`src/hw/rtl/pwsfr_pkg.sv`:
```
package pwsfr_pkg;

  localparam int DefaultFrameBits = 40;

  localparam int NumCfg  = 8;
  localparam int CfgIdxW = 3;
  localparam int CfgW    = 16;
  localparam int TimeW   = 32;
  localparam int ByteW   = 8;

  localparam int CmdDepth = 2;
  localparam int ResDepth = 2;

  localparam logic [CfgIdxW-1:0] CfgStartMin = 3'd0;
  localparam logic [CfgIdxW-1:0] CfgStartMax = 3'd1;
  localparam logic [CfgIdxW-1:0] CfgEarlyMin = 3'd2;
  localparam logic [CfgIdxW-1:0] CfgEarlyMax = 3'd3;
  localparam logic [CfgIdxW-1:0] CfgZeroMin  = 3'd4;
  localparam logic [CfgIdxW-1:0] CfgZeroMax  = 3'd5;
  localparam logic [CfgIdxW-1:0] CfgOneMin   = 3'd6;
  localparam logic [CfgIdxW-1:0] CfgOneMax   = 3'd7;

  localparam logic [CfgW-1:0] CfgReset [NumCfg] = '{
    16'd120, 16'd200, 16'd0, 16'd40, 16'd70, 16'd100, 16'd110, 16'd150
  };

  localparam logic OpArm  = 1'b0;
  localparam logic OpEdge = 1'b1;

  typedef enum logic [1:0] {
    StatusOk       = 2'd0,
    StatusTiming   = 2'd1,
    StatusChecksum = 2'd2
  } status_e;

  typedef struct packed {
    logic arm;
    logic in_start;
    logic in_early;
    logic in_zero;
    logic in_one;
  } cmd_t;

  typedef struct packed {
    status_e          status;
    logic [ByteW-1:0] humidity_whole;
    logic [ByteW-1:0] humidity_fraction;
    logic [ByteW-1:0] temperature_whole;
    logic [ByteW-1:0] temperature_fraction;
  } result_t;

endpackage

```
`src/hw/rtl/pwsfr_fifo.sv`:
```
module pwsfr_fifo #(
  parameter int Width = 8,
  parameter int Depth = 2
) (
  input  logic             clk_i,
  input  logic             rst_ni,
  input  logic             push_i,
  input  logic [Width-1:0] wdata_i,
  output logic             full_o,
  input  logic             pop_i,
  output logic [Width-1:0] rdata_o,
  output logic             empty_o
);

  localparam int PtrW = (Depth > 1) ? $clog2(Depth) : 1;
  localparam int CntW = $clog2(Depth + 1);

  logic [Width-1:0] mem_q [Depth];
  logic [PtrW-1:0]  wr_ptr_q, wr_ptr_d, rd_ptr_q, rd_ptr_d;
  logic [CntW-1:0]  cnt_q, cnt_d;
  logic             wr_en, rd_en;

  assign full_o  = (cnt_q == CntW'(Depth));
  assign empty_o = (cnt_q == '0);
  assign wr_en   = push_i && !full_o;
  assign rd_en   = pop_i && !empty_o;
  assign rdata_o = mem_q[rd_ptr_q];

  always_comb begin
    wr_ptr_d = wr_ptr_q;
    rd_ptr_d = rd_ptr_q;
    cnt_d    = cnt_q;
    if (wr_en) begin
      wr_ptr_d = (wr_ptr_q == PtrW'(Depth - 1)) ? '0 : wr_ptr_q + PtrW'(1);
    end
    if (rd_en) begin
      rd_ptr_d = (rd_ptr_q == PtrW'(Depth - 1)) ? '0 : rd_ptr_q + PtrW'(1);
    end
    if (wr_en && !rd_en) begin
      cnt_d = cnt_q + CntW'(1);
    end else if (rd_en && !wr_en) begin
      cnt_d = cnt_q - CntW'(1);
    end
  end

  always_ff @(posedge clk_i or negedge rst_ni) begin
    if (!rst_ni) begin
      wr_ptr_q <= '0;
      rd_ptr_q <= '0;
      cnt_q    <= '0;
    end else begin
      wr_ptr_q <= wr_ptr_d;
      rd_ptr_q <= rd_ptr_d;
      cnt_q    <= cnt_d;
    end
  end

  always_ff @(posedge clk_i) begin
    if (wr_en) begin
      mem_q[wr_ptr_q] <= wdata_i;
    end
  end

endmodule

```
`src/hw/rtl/pwsfr_front.sv`:
```
module pwsfr_front (
  input  logic                           clk_i,
  input  logic                           rst_ni,
  input  logic                           push,
  input  logic                           operation_i,
  input  logic [pwsfr_pkg::TimeW-1:0]    capture_time_i,
  input  logic                           cfg_valid_i,
  input  logic [pwsfr_pkg::CfgIdxW-1:0]  cfg_index_i,
  input  logic [pwsfr_pkg::CfgW-1:0]     cfg_data_i,
  input  logic                           cmd_full_i,
  output logic                           cmd_valid_o,
  output pwsfr_pkg::cmd_t                cmd_o
);

  import pwsfr_pkg::*;

  logic [CfgW-1:0]  cfg_q [NumCfg];
  logic [TimeW-1:0] prev_q, prev_d;
  logic [TimeW-1:0] dt;
  logic             acc;

  function automatic logic in_window(logic [TimeW-1:0] val, logic [CfgW-1:0] lo,
                                     logic [CfgW-1:0] hi);
    return (val >= TimeW'(lo)) && (val <= TimeW'(hi));
  endfunction

  assign acc         = push && !cmd_full_i;
  assign cmd_valid_o = acc;
  assign dt          = capture_time_i - prev_q;

  always_comb begin
    cmd_o.arm      = (operation_i == OpArm);
    cmd_o.in_start = in_window(dt, cfg_q[CfgStartMin], cfg_q[CfgStartMax]);
    cmd_o.in_early = in_window(dt, cfg_q[CfgEarlyMin], cfg_q[CfgEarlyMax]);
    cmd_o.in_zero  = in_window(dt, cfg_q[CfgZeroMin], cfg_q[CfgZeroMax]);
    cmd_o.in_one   = in_window(dt, cfg_q[CfgOneMin], cfg_q[CfgOneMax]);
  end

  // Idle edges are dropped by the back end and the next useful item is an arm,
  // so tracking every edge here gives the same intervals.
  always_comb begin
    prev_d = prev_q;
    if (acc) begin
      prev_d = (operation_i == OpArm) ? '0 : capture_time_i;
    end
  end

  always_ff @(posedge clk_i or negedge rst_ni) begin
    if (!rst_ni) begin
      prev_q <= '0;
      cfg_q  <= CfgReset;
    end else begin
      prev_q <= prev_d;
      if (cfg_valid_i) begin
        cfg_q[cfg_index_i] <= cfg_data_i;
      end
    end
  end

endmodule

```
`src/hw/rtl/pwsfr_back.sv`:
```
module pwsfr_back #(
  parameter int FrameBits = pwsfr_pkg::DefaultFrameBits
) (
  input  logic               clk_i,
  input  logic               rst_ni,
  input  logic               cmd_valid_i,
  input  pwsfr_pkg::cmd_t    cmd_i,
  output logic               cmd_pop_o,
  input  logic               out_full_i,
  output logic               res_push_o,
  output pwsfr_pkg::result_t res_o
);

  import pwsfr_pkg::*;

  localparam int CntW = $clog2(FrameBits + 1);
  localparam int PadW = FrameBits + 5 * ByteW;
  localparam int Top  = PadW - 1;

  logic                 receiving_q, receiving_d;
  logic                 awaiting_q, awaiting_d;
  logic [CntW-1:0]      cnt_q, cnt_d;
  logic [FrameBits-1:0] frame_q, frame_d, shifted;
  logic [PadW-1:0]      padded;
  logic [ByteW-1:0]     b0, b1, b2, b3, b4, sum;
  logic                 go;

  assign go        = cmd_valid_i && !out_full_i;
  assign cmd_pop_o = go;

  assign shifted = {frame_q[FrameBits-2:0], !cmd_i.in_zero};
  assign padded  = {shifted, {(5 * ByteW){1'b0}}};
  assign b0      = padded[Top -: ByteW];
  assign b1      = padded[Top - ByteW -: ByteW];
  assign b2      = padded[Top - 2 * ByteW -: ByteW];
  assign b3      = padded[Top - 3 * ByteW -: ByteW];
  assign b4      = padded[Top - 4 * ByteW -: ByteW];
  assign sum     = b0 + b1 + b2 + b3;

  always_comb begin
    receiving_d = receiving_q;
    awaiting_d  = awaiting_q;
    cnt_d       = cnt_q;
    frame_d     = frame_q;
    res_push_o  = 1'b0;
    res_o       = '0;
    res_o.status = StatusTiming;
    if (go) begin
      if (cmd_i.arm) begin
        receiving_d = 1'b1;
        awaiting_d  = 1'b1;
        cnt_d       = '0;
        frame_d     = '0;
      end else if (receiving_q) begin
        if (awaiting_q) begin
          if (cmd_i.in_start) begin
            awaiting_d = 1'b0;
          end else if (!cmd_i.in_early) begin
            receiving_d = 1'b0;
            awaiting_d  = 1'b0;
            res_push_o  = 1'b1;
          end
        end else if (cmd_i.in_zero || cmd_i.in_one) begin
          frame_d = shifted;
          cnt_d   = cnt_q + CntW'(1);
          if (cnt_q == CntW'(FrameBits - 1)) begin
            receiving_d = 1'b0;
            res_push_o  = 1'b1;
            if (sum == b4) begin
              res_o.status               = StatusOk;
              res_o.humidity_whole       = b0;
              res_o.humidity_fraction    = b1;
              res_o.temperature_whole    = b2;
              res_o.temperature_fraction = b3;
            end else begin
              res_o.status = StatusChecksum;
            end
          end
        end else begin
          receiving_d = 1'b0;
          res_push_o  = 1'b1;
        end
      end
    end
  end

  always_ff @(posedge clk_i or negedge rst_ni) begin
    if (!rst_ni) begin
      receiving_q <= 1'b0;
      awaiting_q  <= 1'b0;
      cnt_q       <= '0;
      frame_q     <= '0;
    end else begin
      receiving_q <= receiving_d;
      awaiting_q  <= awaiting_d;
      cnt_q       <= cnt_d;
      frame_q     <= frame_d;
    end
  end

  a_await_in_rx: assert property (@(posedge clk_i) disable iff (!rst_ni)
    awaiting_q |-> receiving_q) else $error("waiting for start while idle");

  a_cnt_range: assert property (@(posedge clk_i) disable iff (!rst_ni)
    cnt_q <= CntW'(FrameBits)) else $error("bit count past frame length");

  a_res_space: assert property (@(posedge clk_i) disable iff (!rst_ni)
    res_push_o |-> !out_full_i) else $error("result pushed into full queue");

  a_res_ends: assert property (@(posedge clk_i) disable iff (!rst_ni)
    res_push_o |=> !receiving_q) else $error("still receiving after result");

endmodule

```
`src/hw/rtl/pulse_width_sensor_frame_receiver_core.sv`:
```
// Result path: the interval is classified as an item is accepted and is written into the
// command queue; when the back end pops the item that ends the frame, the frame state
// updates and the result enters the result queue (empty low) at that same edge.
// Throughput: one item per cycle; a two-entry queue sits between classifier and frame state;
// a full two-entry result queue stalls the back end and input once the command queue fills.
// Reset: windows return to their defaults, both queues empty, receiver idle and unarmed.
module pulse_width_sensor_frame_receiver_core #(
  parameter int FrameBits = pwsfr_pkg::DefaultFrameBits
) (
  input  logic                          clk_i,
  input  logic                          rst_ni,
  input  logic                          push,
  output logic                          full,
  input  logic                          operation_i,
  input  logic [pwsfr_pkg::TimeW-1:0]   capture_time_i,
  output logic                          empty,
  input  logic                          pop,
  output logic [1:0]                    status_o,
  output logic [pwsfr_pkg::ByteW-1:0]   humidity_whole_o,
  output logic [pwsfr_pkg::ByteW-1:0]   humidity_fraction_o,
  output logic [pwsfr_pkg::ByteW-1:0]   temperature_whole_o,
  output logic [pwsfr_pkg::ByteW-1:0]   temperature_fraction_o,
  input  logic                          cfg_valid_i,
  output logic                          cfg_ready_o,
  input  logic [pwsfr_pkg::CfgIdxW-1:0] cfg_index_i,
  input  logic [pwsfr_pkg::CfgW-1:0]    cfg_data_i
);

  import pwsfr_pkg::*;

  cmd_t    cmd_wr, cmd_rd;
  result_t res_wr, res_rd;
  logic    cmd_push, cmd_full, cmd_empty, cmd_pop;
  logic    res_push, res_full;

  assign cfg_ready_o = 1'b1;
  assign full        = cmd_full;

  pwsfr_front u_front (
    .clk_i          (clk_i),
    .rst_ni         (rst_ni),
    .push           (push),
    .operation_i    (operation_i),
    .capture_time_i (capture_time_i),
    .cfg_valid_i    (cfg_valid_i),
    .cfg_index_i    (cfg_index_i),
    .cfg_data_i     (cfg_data_i),
    .cmd_full_i     (cmd_full),
    .cmd_valid_o    (cmd_push),
    .cmd_o          (cmd_wr)
  );

  pwsfr_fifo #(
    .Width ($bits(cmd_t)),
    .Depth (CmdDepth)
  ) u_cmd_q (
    .clk_i   (clk_i),
    .rst_ni  (rst_ni),
    .push_i  (cmd_push),
    .wdata_i (cmd_wr),
    .full_o  (cmd_full),
    .pop_i   (cmd_pop),
    .rdata_o (cmd_rd),
    .empty_o (cmd_empty)
  );

  pwsfr_back #(
    .FrameBits (FrameBits)
  ) u_back (
    .clk_i       (clk_i),
    .rst_ni      (rst_ni),
    .cmd_valid_i (!cmd_empty),
    .cmd_i       (cmd_rd),
    .cmd_pop_o   (cmd_pop),
    .out_full_i  (res_full),
    .res_push_o  (res_push),
    .res_o       (res_wr)
  );

  pwsfr_fifo #(
    .Width ($bits(result_t)),
    .Depth (ResDepth)
  ) u_res_q (
    .clk_i   (clk_i),
    .rst_ni  (rst_ni),
    .push_i  (res_push),
    .wdata_i (res_wr),
    .full_o  (res_full),
    .pop_i   (pop),
    .rdata_o (res_rd),
    .empty_o (empty)
  );

  assign status_o               = res_rd.status;
  assign humidity_whole_o       = res_rd.humidity_whole;
  assign humidity_fraction_o    = res_rd.humidity_fraction;
  assign temperature_whole_o    = res_rd.temperature_whole;
  assign temperature_fraction_o = res_rd.temperature_fraction;

endmodule
```
`config.mk`:
```
export PLATFORM = sky130hd
export DESIGN_NAME = pulse_width_sensor_frame_receiver_core
export DESIGN_NICKNAME = d
export VERILOG_FILES = /design/src/hw/rtl/pwsfr_pkg.sv /design/src/hw/rtl/pwsfr_fifo.sv /design/src/hw/rtl/pwsfr_front.sv /design/src/hw/rtl/pwsfr_back.sv /design/src/hw/rtl/pulse_width_sensor_frame_receiver_core.sv
export SDC_FILE = /design/constraint.sdc
export NUM_CORES = 1
export LEC_CHECK = 0
export BUFFER_PORTS_ARGS = -buffer_cell sky130_fd_sc_hd__buf_2
export CORE_MARGIN = 2
export CORE_UTILIZATION = 60
export DETAILED_ROUTE_END_ITERATION = 8
export PLACE_DENSITY = 0.76
export SLEW_MARGIN = 20
export SYNTH_ARGS = -nofsm -noshare
export SYNTH_HDL_FRONTEND = slang
export SYNTH_SLANG_ARGS = --single-unit
```
`constraint.sdc`:
```
create_clock -name clk_i -period 6.4 [get_ports clk_i]
set_input_delay 0.32 -clock clk_i [delete_from_list [all_inputs] [get_ports clk_i]]
set_output_delay 0.32 -clock clk_i [all_outputs]
set_load 0.02 [all_outputs]
```
After elaboration in Yosys (flattened, before gate mapping) --
Memories as Yosys holds them, arrays and structs flattened. Index checks and enable logic that the tools add are counted.
Word-level totals: flip-flop bits (word level) 215, RAM bits 78, output and inout bits 37, word-level logic and storage cells 135, memories 2
Memories:
- u_res_q.mem_q | words 2, width 34, read ports 1, clocked after Yosys merged registers in 0, write ports 1, RTL line pwsfr_fifo.sv:18 | logic [Width-1:0] mem_q [Depth];
- u_cmd_q.mem_q | words 2, width 5, read ports 1, clocked after Yosys merged registers in 0, write ports 1, RTL line pwsfr_fifo.sv:18
Operators by class: add/sub/neg operators 13, magnitude comparators 10, equal/unequal tests 5, muxes and demuxes 51, bitwise logic cells 2, reduce and logical (&&, ||, !) cells 33
Operators by type and width (count):
- 34-bit two-way mux | 6
- 39-bit two-way mux | 4
- 128-bit bitwise mux | 1
- 32-bit by 16-bit >= comparator with 1-bit output | 4
- 32-bit by 16-bit <= comparator with 1-bit output | 4
- 32-bit two-way mux | 2
- 16-bit demux with 3-bit select | 1
- 32-bit subtractor | 1
- 1-bit two-way mux | 27
- 8-bit adder | 3
- 6-bit two-way mux | 4
- 16-bit two-way mux | 1
- 1-bit logical AND | 15
- 2-bit two-way mux | 5
- 1-bit zero test | 9
- 8-bit == test | 1
- 2-bit nonzero test | 4
- 6-bit by 1-bit adder with 6-bit output, second input constant | 1
- 6-bit == test, second input constant | 1
- 1-bit adder, second input constant | 4
- 2-bit by 1-bit adder with 2-bit output, second input constant | 2
- 2-bit == test, second input constant | 2
- 4-bit >= comparator, second input constant | 1
- 2-bit zero test | 2
- other kinds (8) | 9

Logic depth before layout (Yosys ltp) --
Gate-level depths: netlist of run 1.
depth after elaboration 12, gate-level depth with buffers 18

By module --
A second synthesis of run 1 with hierarchy kept.
Unflattened totals: cells, all modules 1616, area, all modules 17085.1 sq um
Modules (own cells, without submodules):
- pwsfr_front | times used 1, cells an instance 1215, area an instance 10980.5 sq um
- pwsfr_fifo (u_res_q) | times used 1, cells an instance 125, area an instance 2801.4 sq um
- pwsfr_back | times used 1, cells an instance 238, area an instance 2727.6 sq um
- pwsfr_fifo (u_cmd_q) | times used 1, cells an instance 35, area an instance 560.5 sq um
- pulse_width_sensor_frame_receiver_core | times used 1, cells an instance 3, area an instance 15.0 sq um

Worst setup path before layout of run 1 --
No wires, ideal clock.
path type register to register, start register u_cmd_q.rd_ptr_q, end memory u_res_q.mem_q[0][0] in the netlist's numbering, enable pin, data arrival time 4.363 ns, required time 5.889 ns, path slack 1.527 ns, cell stages (with the launch flop) 6, path buffers 1, path through dfrtp_1 -> buf_2 -> mux2_2 -> o21ai_0 -> o21ai_0 -> nor4_1
On the way: word-level cells in the longest chain between the ends 10
Ends and longest elaborated chain:
- start: declaration | RTL line pwsfr_fifo.sv:19 | logic [PtrW-1:0] wr_ptr_q, wr_ptr_d, rd_ptr_q, rd_ptr_d;
- start signal: assignment | RTL line pwsfr_fifo.sv:53 | rd_ptr_q <= rd_ptr_d;
- memory read 2 x 5 bit *
- 1-bit two-way mux or 1-bit logical OR (tied branches) | RTL line pwsfr_back.sv:58, pwsfr_back.sv:63
- 1-bit two-way mux (on tied branches) | RTL line pwsfr_back.sv:56, pwsfr_back.sv:63
- 1-bit two-way mux | RTL line pwsfr_back.sv:55 | if (awaiting_q) begin
- 1-bit two-way mux | RTL line pwsfr_back.sv:54 | end else if (receiving_q) begin
- 1-bit two-way mux * | RTL line pwsfr_back.sv:49 | if (cmd_i.arm) begin
- 1-bit two-way mux * | RTL line pwsfr_back.sv:48 | if (go) begin
- 1-bit logical AND * | RTL line pwsfr_fifo.sv:25 | assign wr_en = push_i && !full_o;
- 1-bit two-way mux * | RTL line pwsfr_fifo.sv:59 | if (wr_en) begin
- 1-bit two-way mux (not written as such) * | RTL line pwsfr_fifo.sv:60 | mem_q[wr_ptr_q] <= wdata_i;
- end: declaration | RTL line pwsfr_fifo.sv:18
Every way passes the cells marked *; elsewhere a longest branch is shown, timed or not.

==> impl_metrics.ini, run 1 <==
[sta]
rsz0062_at_grt = no
slew_headroom_pct = 28.0
final-max-slew-violation-count = 0
min_period_over_period_pct = 69.7
final.setup_skew_ns = 0.0142
layout_min_cycle_time_ns = 4.46
tightest_slew_ns = 1.07
fmax_ghz = 0.224
setup_tns_ns = 0
finalSetupViolations = 0
finalHoldViolations = 0

[hold_path]
hp-start = capture_time_i[2]
hold_class = input pin to register
hold_path_depth = 3
holdPathEnd = u_front.prev_q[2]

[setup_path]
path_class = register to register
r2r_setup_slack_ns = 1.94
path_max_fanout = 8
rr_endpoint = u_cmd_q.mem_q[0][2]
endpoint_kind = register
required_ns = 6.78
reg2reg_depth = 16
startpoint_type = register
reg2reg_from = u_front.prev_q[0]
worstPathArrival_ns = 4.84

[logic_synthesis]
async_reset_ff_share_pct = 73.4
yosysWarnings = 0
synthCells = 1584
synthFlopType = dfrtp_1
syn_area_um2 = 16800
ys_seq_elements = 293
synth_cell_types = 72
synth_edf_count = 78
synth.area.top_cells = dfrtp_1 (28%), edfxtp_1 (14%), ha_1 (13%)
synth_top_area_share_pct = 28.4
synth_nets = 1825
yosys.area.top_type = dfrtp_1
yosysSeqAreaShare_pct = 46.0
syn_avg_cell_area_um2 = 10.6

[die]
die_h_um = 172
die_x_um = 172
start_util_pct = 60.8
ios = 94
die_area_um2 = 29400
core-area_um2 = 27700
fp-row-count = 61

[power_and_ir_drop]
power_density_nw_per_um2 = 433
p_sw_uw = 3220
clkPwrFrac_pct = 22.7
ir_drop_mv = 0.261
power_leakage_uw = 0.00879
switching_share_pct = 39.2
p_int_uw = 5000
seq_power_share_pct = 29.8
pwr-share-comb_pct = 47.5

[layout]
final_cell_area_um2 = 19000
drive_gt1_share_pct = 18.1
num_antenna_cells = 0
nets = 1925
seq_area_um2 = 7750
multi_input_area_um2 = 8230
area_delta_synth_final_pct = 12.6
n_fill_cell = 2148

[drt]
drt_first_pass_iters = 5
drt_iter0_drc = 771
via_per_inst = 5.71
drt-wirelength-per-cell_um = 17.5
dr_total_vias = 11900
wirelength_um = 36600
drtAntennaViolNets = 0
drc = 0

[clocking]
cts_tree = yes
cts_setup_buffers = 0
clkSinkCount = 293
path_clk_slew_ns = 0.07
clock_latency_ns = 0.57
cts_root_buf = clkbuf_16
cts_buffer_depth = 3
htree_levels = 1
cts_made_buffers = 31

[grt]
antenna_found_initial = 1
globalRouteOverflowTotal = 0
gr-usage-all-layers_pct = 25.5
grt_first_pass_wirelength_um = 60600
first_global_vias = 12000
grt_max_degree = 95

[placed_design]
hpwl_um = 26000
placed_area_um2 = 17700
gp_congestion = 0.931
numPortBuffers = 92

[outcome]
status = finished clean

[run]
drv_cap = 0
[metal layers]
layer,up-vias,share of wire [%],track usage (%)
li1,5818,-,-
met1,5826,45,34.3
met2,230,49,44.7
met3,41,3.7,3.08
met4,2,1.4,5.42
met5,-,0.019,0
[worst max path at each step]
stage	from	end	slack, ns	cells after the start
2_1_floorplan	u_cmd_q.rd_ptr_q	u_res_q.mem_q[0][0]	1.53	5
3_3_place_gp	capture_time_i[0]	u_cmd_q.mem_q[0][2]	1.91	18
3_5_place_dp	capture_time_i[0]	u_cmd_q.mem_q[1][2]	1.81	18
4_1_cts	u_front.prev_q[0]	u_cmd_q.mem_q[0][2]	2.00	16
5_1_grt	u_front.prev_q[0]	u_cmd_q.mem_q[0][2]	1.65	16
6_report	u_front.prev_q[0]	u_cmd_q.mem_q[0][2]	1.94	16
[layout by cell type (no fill, tap or decap), types with 5 or more instances in the layout]
| master | synthesis | routed |
|---|---|---|
| a21o_1 | 43 | 43 |
| inv_1 | 179 | 179 |
| buf_4 | 1 | 17 |
| nand3_1 | 40 | 40 |
| dfrtp_1 | 191 | 191 |
| a211o_1 | 6 | 6 |
| clkbuf_16 | 0 | 31 |
| nor3_1 | 18 | 15 |
| a21oi_1 | 64 | 64 |
| and2_1 | 33 | 33 |
| edfxtp_1 | 78 | 78 |
| and3_1 | 8 | 8 |
| xnor2_1 | 29 | 29 |
| fa_1 | 15 | 15 |
| nor2_1 | 52 | 51 |
| o21ai_0 | 138 | 138 |
| buf_2 | 2 | 91 |
| o22ai_1 | 5 | 5 |
| clkbuf_1 | 50 | 7 |
| nand4_1 | 32 | 32 |
| nand2_1 | 109 | 109 |
| nand2b_1 | 14 | 14 |
| ha_1 | 169 | 169 |
| xor2_1 | 25 | 25 |
| dlygate4sd3_1 | 0 | 14 |
| mux2_2 | 107 | 107 |
| o21a_1 | 16 | 16 |
| a22o_1 | 41 | 41 |
| dfstp_2 | 24 | 24 |
| a31oi_1 | 6 | 6 |
| nor2b_1 | 7 | 7 |
[through the flow]
stage          hold WS (ns)  power (uW)  worst slack, ns  instances  util [%]
2_1_floorplan        0.0244        5270             1.53       1584         -
3_3_place_gp          0.389        6200             1.91       2013      64.0
3_5_place_dp          0.393        6320             1.81       2013      64.0
4_1_cts            0.000211        8260             2.00       2085      68.4
5_1_grt              0.0243        8880             1.65       2087      68.5
6_report             0.0209        8220             1.94       2087      68.5
[repair_timing]
action	in CTS	in global routing
gates resized for setup	0	0
endpoints found under the hold margin	90	0
hold buffers	14	0
[state kept, by name (all words and copies together) (netlist names), 2 cells and up]
name            count
u_res_q.mem_q      68
u_front.cfg_q     128
u_front.prev_q     32
u_cmd_q.cnt_q       2
u_back.frame_q     39
u_back.cnt_q        6
u_cmd_q.mem_q      10
u_res_q.cnt_q       2
[power by group through the flow]
| stage | combinational [uW] | sequential, uW | clock [uW] |
|---|---|---|---|
| final | 3910 | 2450 | 1870 |
| after global routing | 4420 | 2480 | 1980 |
| after detailed placement | 3840 | 2480 | 0 |
| after global placement | 3740 | 2460 | 0 |
| after CTS | 3900 | 2450 | 1910 |
| after floorplan | 2840 | 2430 | 0 |
[synthesized netlist by cell type, types with 4 or more instances]
cell      number
xor2_1        25
dfrtp_1      191
clkbuf_1      50
a22o_1        41
xnor2_1       29
nand2_1      109
ha_1         169
a21o_1        43
mux2_2       107
a21oi_1       64
a211o_1        6
nand2b_1      14
nor2_1        52
o22ai_1        5
a211oi_1       4
edfxtp_1      78
fa_1          15
a31oi_1        6
buf_1          4
nand3_1       40
and3_1         8
nand4_1       32
dfstp_2       24
nand4b_1       4
and2_1        33
o211ai_1       4
nor2b_1        7
nor3_1        18
o21ai_0      138
o21a_1        16
o21bai_1       4
inv_1        179
nor4_1         6
[worst max-delay path: stages (launching register included)]
cell and delay [ns]:
dfrtp_1 0.35, ha_1 0.20, inv_1 0.07, fa_1 0.42, a21o_1 0.19, a221o_1 0.39
a221o_2 0.39, a21oi_1 0.18, xnor2_1 0.48, ha_1 0.41, nand4_1 0.09, nor2_1 0.07
a221oi_1 0.27, o21ai_0 0.14, a31oi_1 0.18, o221ai_1 0.16, nor4_2 0.27
[final cells by class]
class / count / share of cell area (%)
flip-flops and latches: 293 / 40.9
inverters: 180 / 3.56
well taps: 378 / 2.49
multi-input cells: 1053 / 43.4
clock buffers: 42 / 4.52
clock inverters: 16 / 1.13
repair buffers: 125 / 4.05
[cells by family (layout without fill, tap and decap cells)]
kind of cell	Yosys count	after routing	share of synthesized area [%]
compound gates	365	365	14.1
simple gates	339	339	10.0
flops	293	293	46.0
buf+inv	238	363	5.38
fa+ha+maj	184	184	14.3
mux	110	110	7.33
xor+xnor	54	54	2.81
other cells	1	1	0.0223
No activity file was read; power rests on OpenSTA's default activity.
==> run 2: changes to the inputs <==
- CORE_UTILIZATION: 60 -> 56
- PLACE_DENSITY: 0.76 -> 0.74
- clock period: 6.4 -> 3.8 ns (I/O delays scaled with it)
==> impl_metrics.ini, run 2 (synthesized netlist as in run 1, its figures left out) <==
[clocking]
clkSinkCount = 293
cts_buffer_depth = 3
cts_tree = yes
path_clk_slew_ns = 0.06
cts_root_buf = clkbuf_16
clock_latency_ns = 0.51
cts_made_buffers = 35
htree_levels = 2

[setup_path]
crit_chain = fa_1 -> inv_2 -> fa_1 -> inv_2 -> ha_4 -> fa_2 -> buf_4 -> buf_4 -> xor2_1 -> xnor2_1 -> nand4_1 -> nor4_4 -> buf_4 -> buf_8 -> and2_4
worstPathArrival_ns = 4.17
startpoint_type = register
cpMaxStageDelayCell = fa_1
crit_path_max_incr_delay_ns = 0.56
required_ns = 4.17
endpoint_kind = register
crit_top_cell = buf_4
path_class = register to register
path_max_fanout = 7

[placed_design]
dpl.cell_count = 2052
gp_congestion = 0.920
numPortBuffers = 92
hpwl_um = 26700

[power_and_ir_drop]
power_leakage_uw = 0.00919
p_sw_uw = 5590
ir_drop_mv = 0.543
p_int_uw = 8780
clkPwrFrac_pct = 22.0
power_density_nw_per_um2 = 723
pwr-share-comb_pct = 49.2
seq_power_share_pct = 28.8
switching_share_pct = 38.9

[drt]
dr_total_vias = 12400
via_per_inst = 5.73
drt_first_pass_iters = 5
drt-wirelength-per-cell_um = 17.8
drtAntennaViolNets = 0
drc = 0
drt_iter0_drc = 890
wirelength_um = 38500

[layout]
final_cell_mix = dfrtp_1 (191), inv_1 (176), ha_1 (165), o21ai_0 (134), nand2_1 (109)
num_antenna_cells = 0
largest_register_ffs = 128
drive_gt1_share_pct = 23.3
n_fill_cell = 2309
postLayoutCoreUtil_pct = 67.0
multi_input_area_um2 = 8500
top_register = u_front.cfg_q
nets = 1992
seq_area_um2 = 7750
area_delta_synth_final_pct = 17.9
reg_top3 = u_front.cfg_q x128, u_res_q.mem_q x68, u_back.frame_q x39
finalNonFillerCells = 2166
layout_commonest_cell = dfrtp_1

[grt]
first_global_vias = 12500
antenna_found_initial = 0
grt_max_degree = 117
globalRouteOverflowTotal = 0
gr-usage-all-layers_pct = 24.9
grt_first_pass_wirelength_um = 63300

[die]
fp-row-count = 63
ios = 94
start_util_pct = 56.8
die_area_um2 = 31500
die_x_um = 177
die_h_um = 177
core-area_um2 = 29600

[sta]
tightest_slew_ns = 1.12
final-max-slew-violation-count = 0
min_period_over_period_pct = 100
finalHoldViolations = 0
slew_headroom_pct = 24.7
finalSetupViolations = 0
final.setup_skew_ns = 0.0221
rsz0062_at_grt = yes
fmax_ghz = 0.263
layout_min_cycle_time_ns = 3.80

[outcome]
status = finished clean

[hold_path]
hold_class = input pin to register

[run]
drv_cap = 0
-- run 2: power groups by stage --
| stage | clock network [uW] | registers (uW) | logic (uW) |
|---|---|---|---|
| final | 3160 | 4140 | 7070 |
| after CTS | 3220 | 4140 | 6890 |
| after global routing | 3340 | 4200 | 7920 |
| after detailed placement | 0 | 4190 | 6660 |
| after global placement | 0 | 4160 | 6460 |
| after floorplan | 0 | 4090 | 4790 |
-- run 2: critical path, delay by kind of cell, from the launching register on --
family / cells / cell delay (ns)
buffers and inverters: 6 / 0.73
xor gates and xnor gates: 2 / 0.33
and+or+nand+nor: 3 / 0.66
DFF: 1 / 0.40
adders and majority gates: 4 / 1.55
-- run 2: final cells by class --
type	count	area share, %
multi-input combinational	1053	42.8
sequential	293	39.0
timing repair buffer	188	6.88
clock buffer	48	4.76
inverter	180	3.40
tap	390	2.46
clock inverter	14	0.674
-- run 2: stage by stage --
stage / setup TNS (ns) / total power, uW / worst slack (ns) / instance area, um2 / hold slack, ns
after floorplan: 0 / 8880 / 0.0615 / 16900 / -0.106
after global placement: -0.0777 / 10600 / -0.0352 / 18000 / 0.325
after detailed placement: -3.19 / 10800 / -0.137 / 18000 / 0.330
after CTS: -0.0299 / 14200 / -0.00798 / 19600 / 0.00321
after global routing: -5.31 / 15500 / -0.113 / 19900 / 0.0201
final: 0 / 14400 / 0.000538 / 19900 / 0.0158
-- run 2: timing repair --
item | in CTS | in global routing
setup buffers | 4 | 8
endpoints found under the setup margin | 64 | 74
hold buffers | 36 | 0
hold endpoints to repair | 126 | 0
cloned | 2 | 1
gates resized for setup | 28 | 55
pin swaps | 17 | 25
-- run 2: path summary, 6_finish.rpt --
check                                   from                   end  slack (ns)  depth (start not counted)
hold / removal             capture_time_i[1]     u_front.prev_q[1]        0.02                          3
hold reg to reg             u_cmd_q.cnt_q[1]      u_cmd_q.cnt_q[1]        0.49                          1
min in group asynchronous             rst_ni     u_front.cfg_q[20]        0.37                          2
max in group asynchronous             rst_ni    u_front.prev_q[21]        2.49                          3
setup / recovery           u_back.frame_q[8]  u_res_q.mem_q[0][23]      0.0005                         15
setup reg to reg           u_back.frame_q[8]  u_res_q.mem_q[0][23]      0.0005                         15
-- run 2: metal layers --
layer  vias to the layer above  track usage, %  routed length [um]
met2                       319            42.6               19000
met1                      6057            33.4               16700
li1                       5948               -                   -
met3                        79            2.85                1630
met4                         0            7.79                1080
met5                         -               0                   0
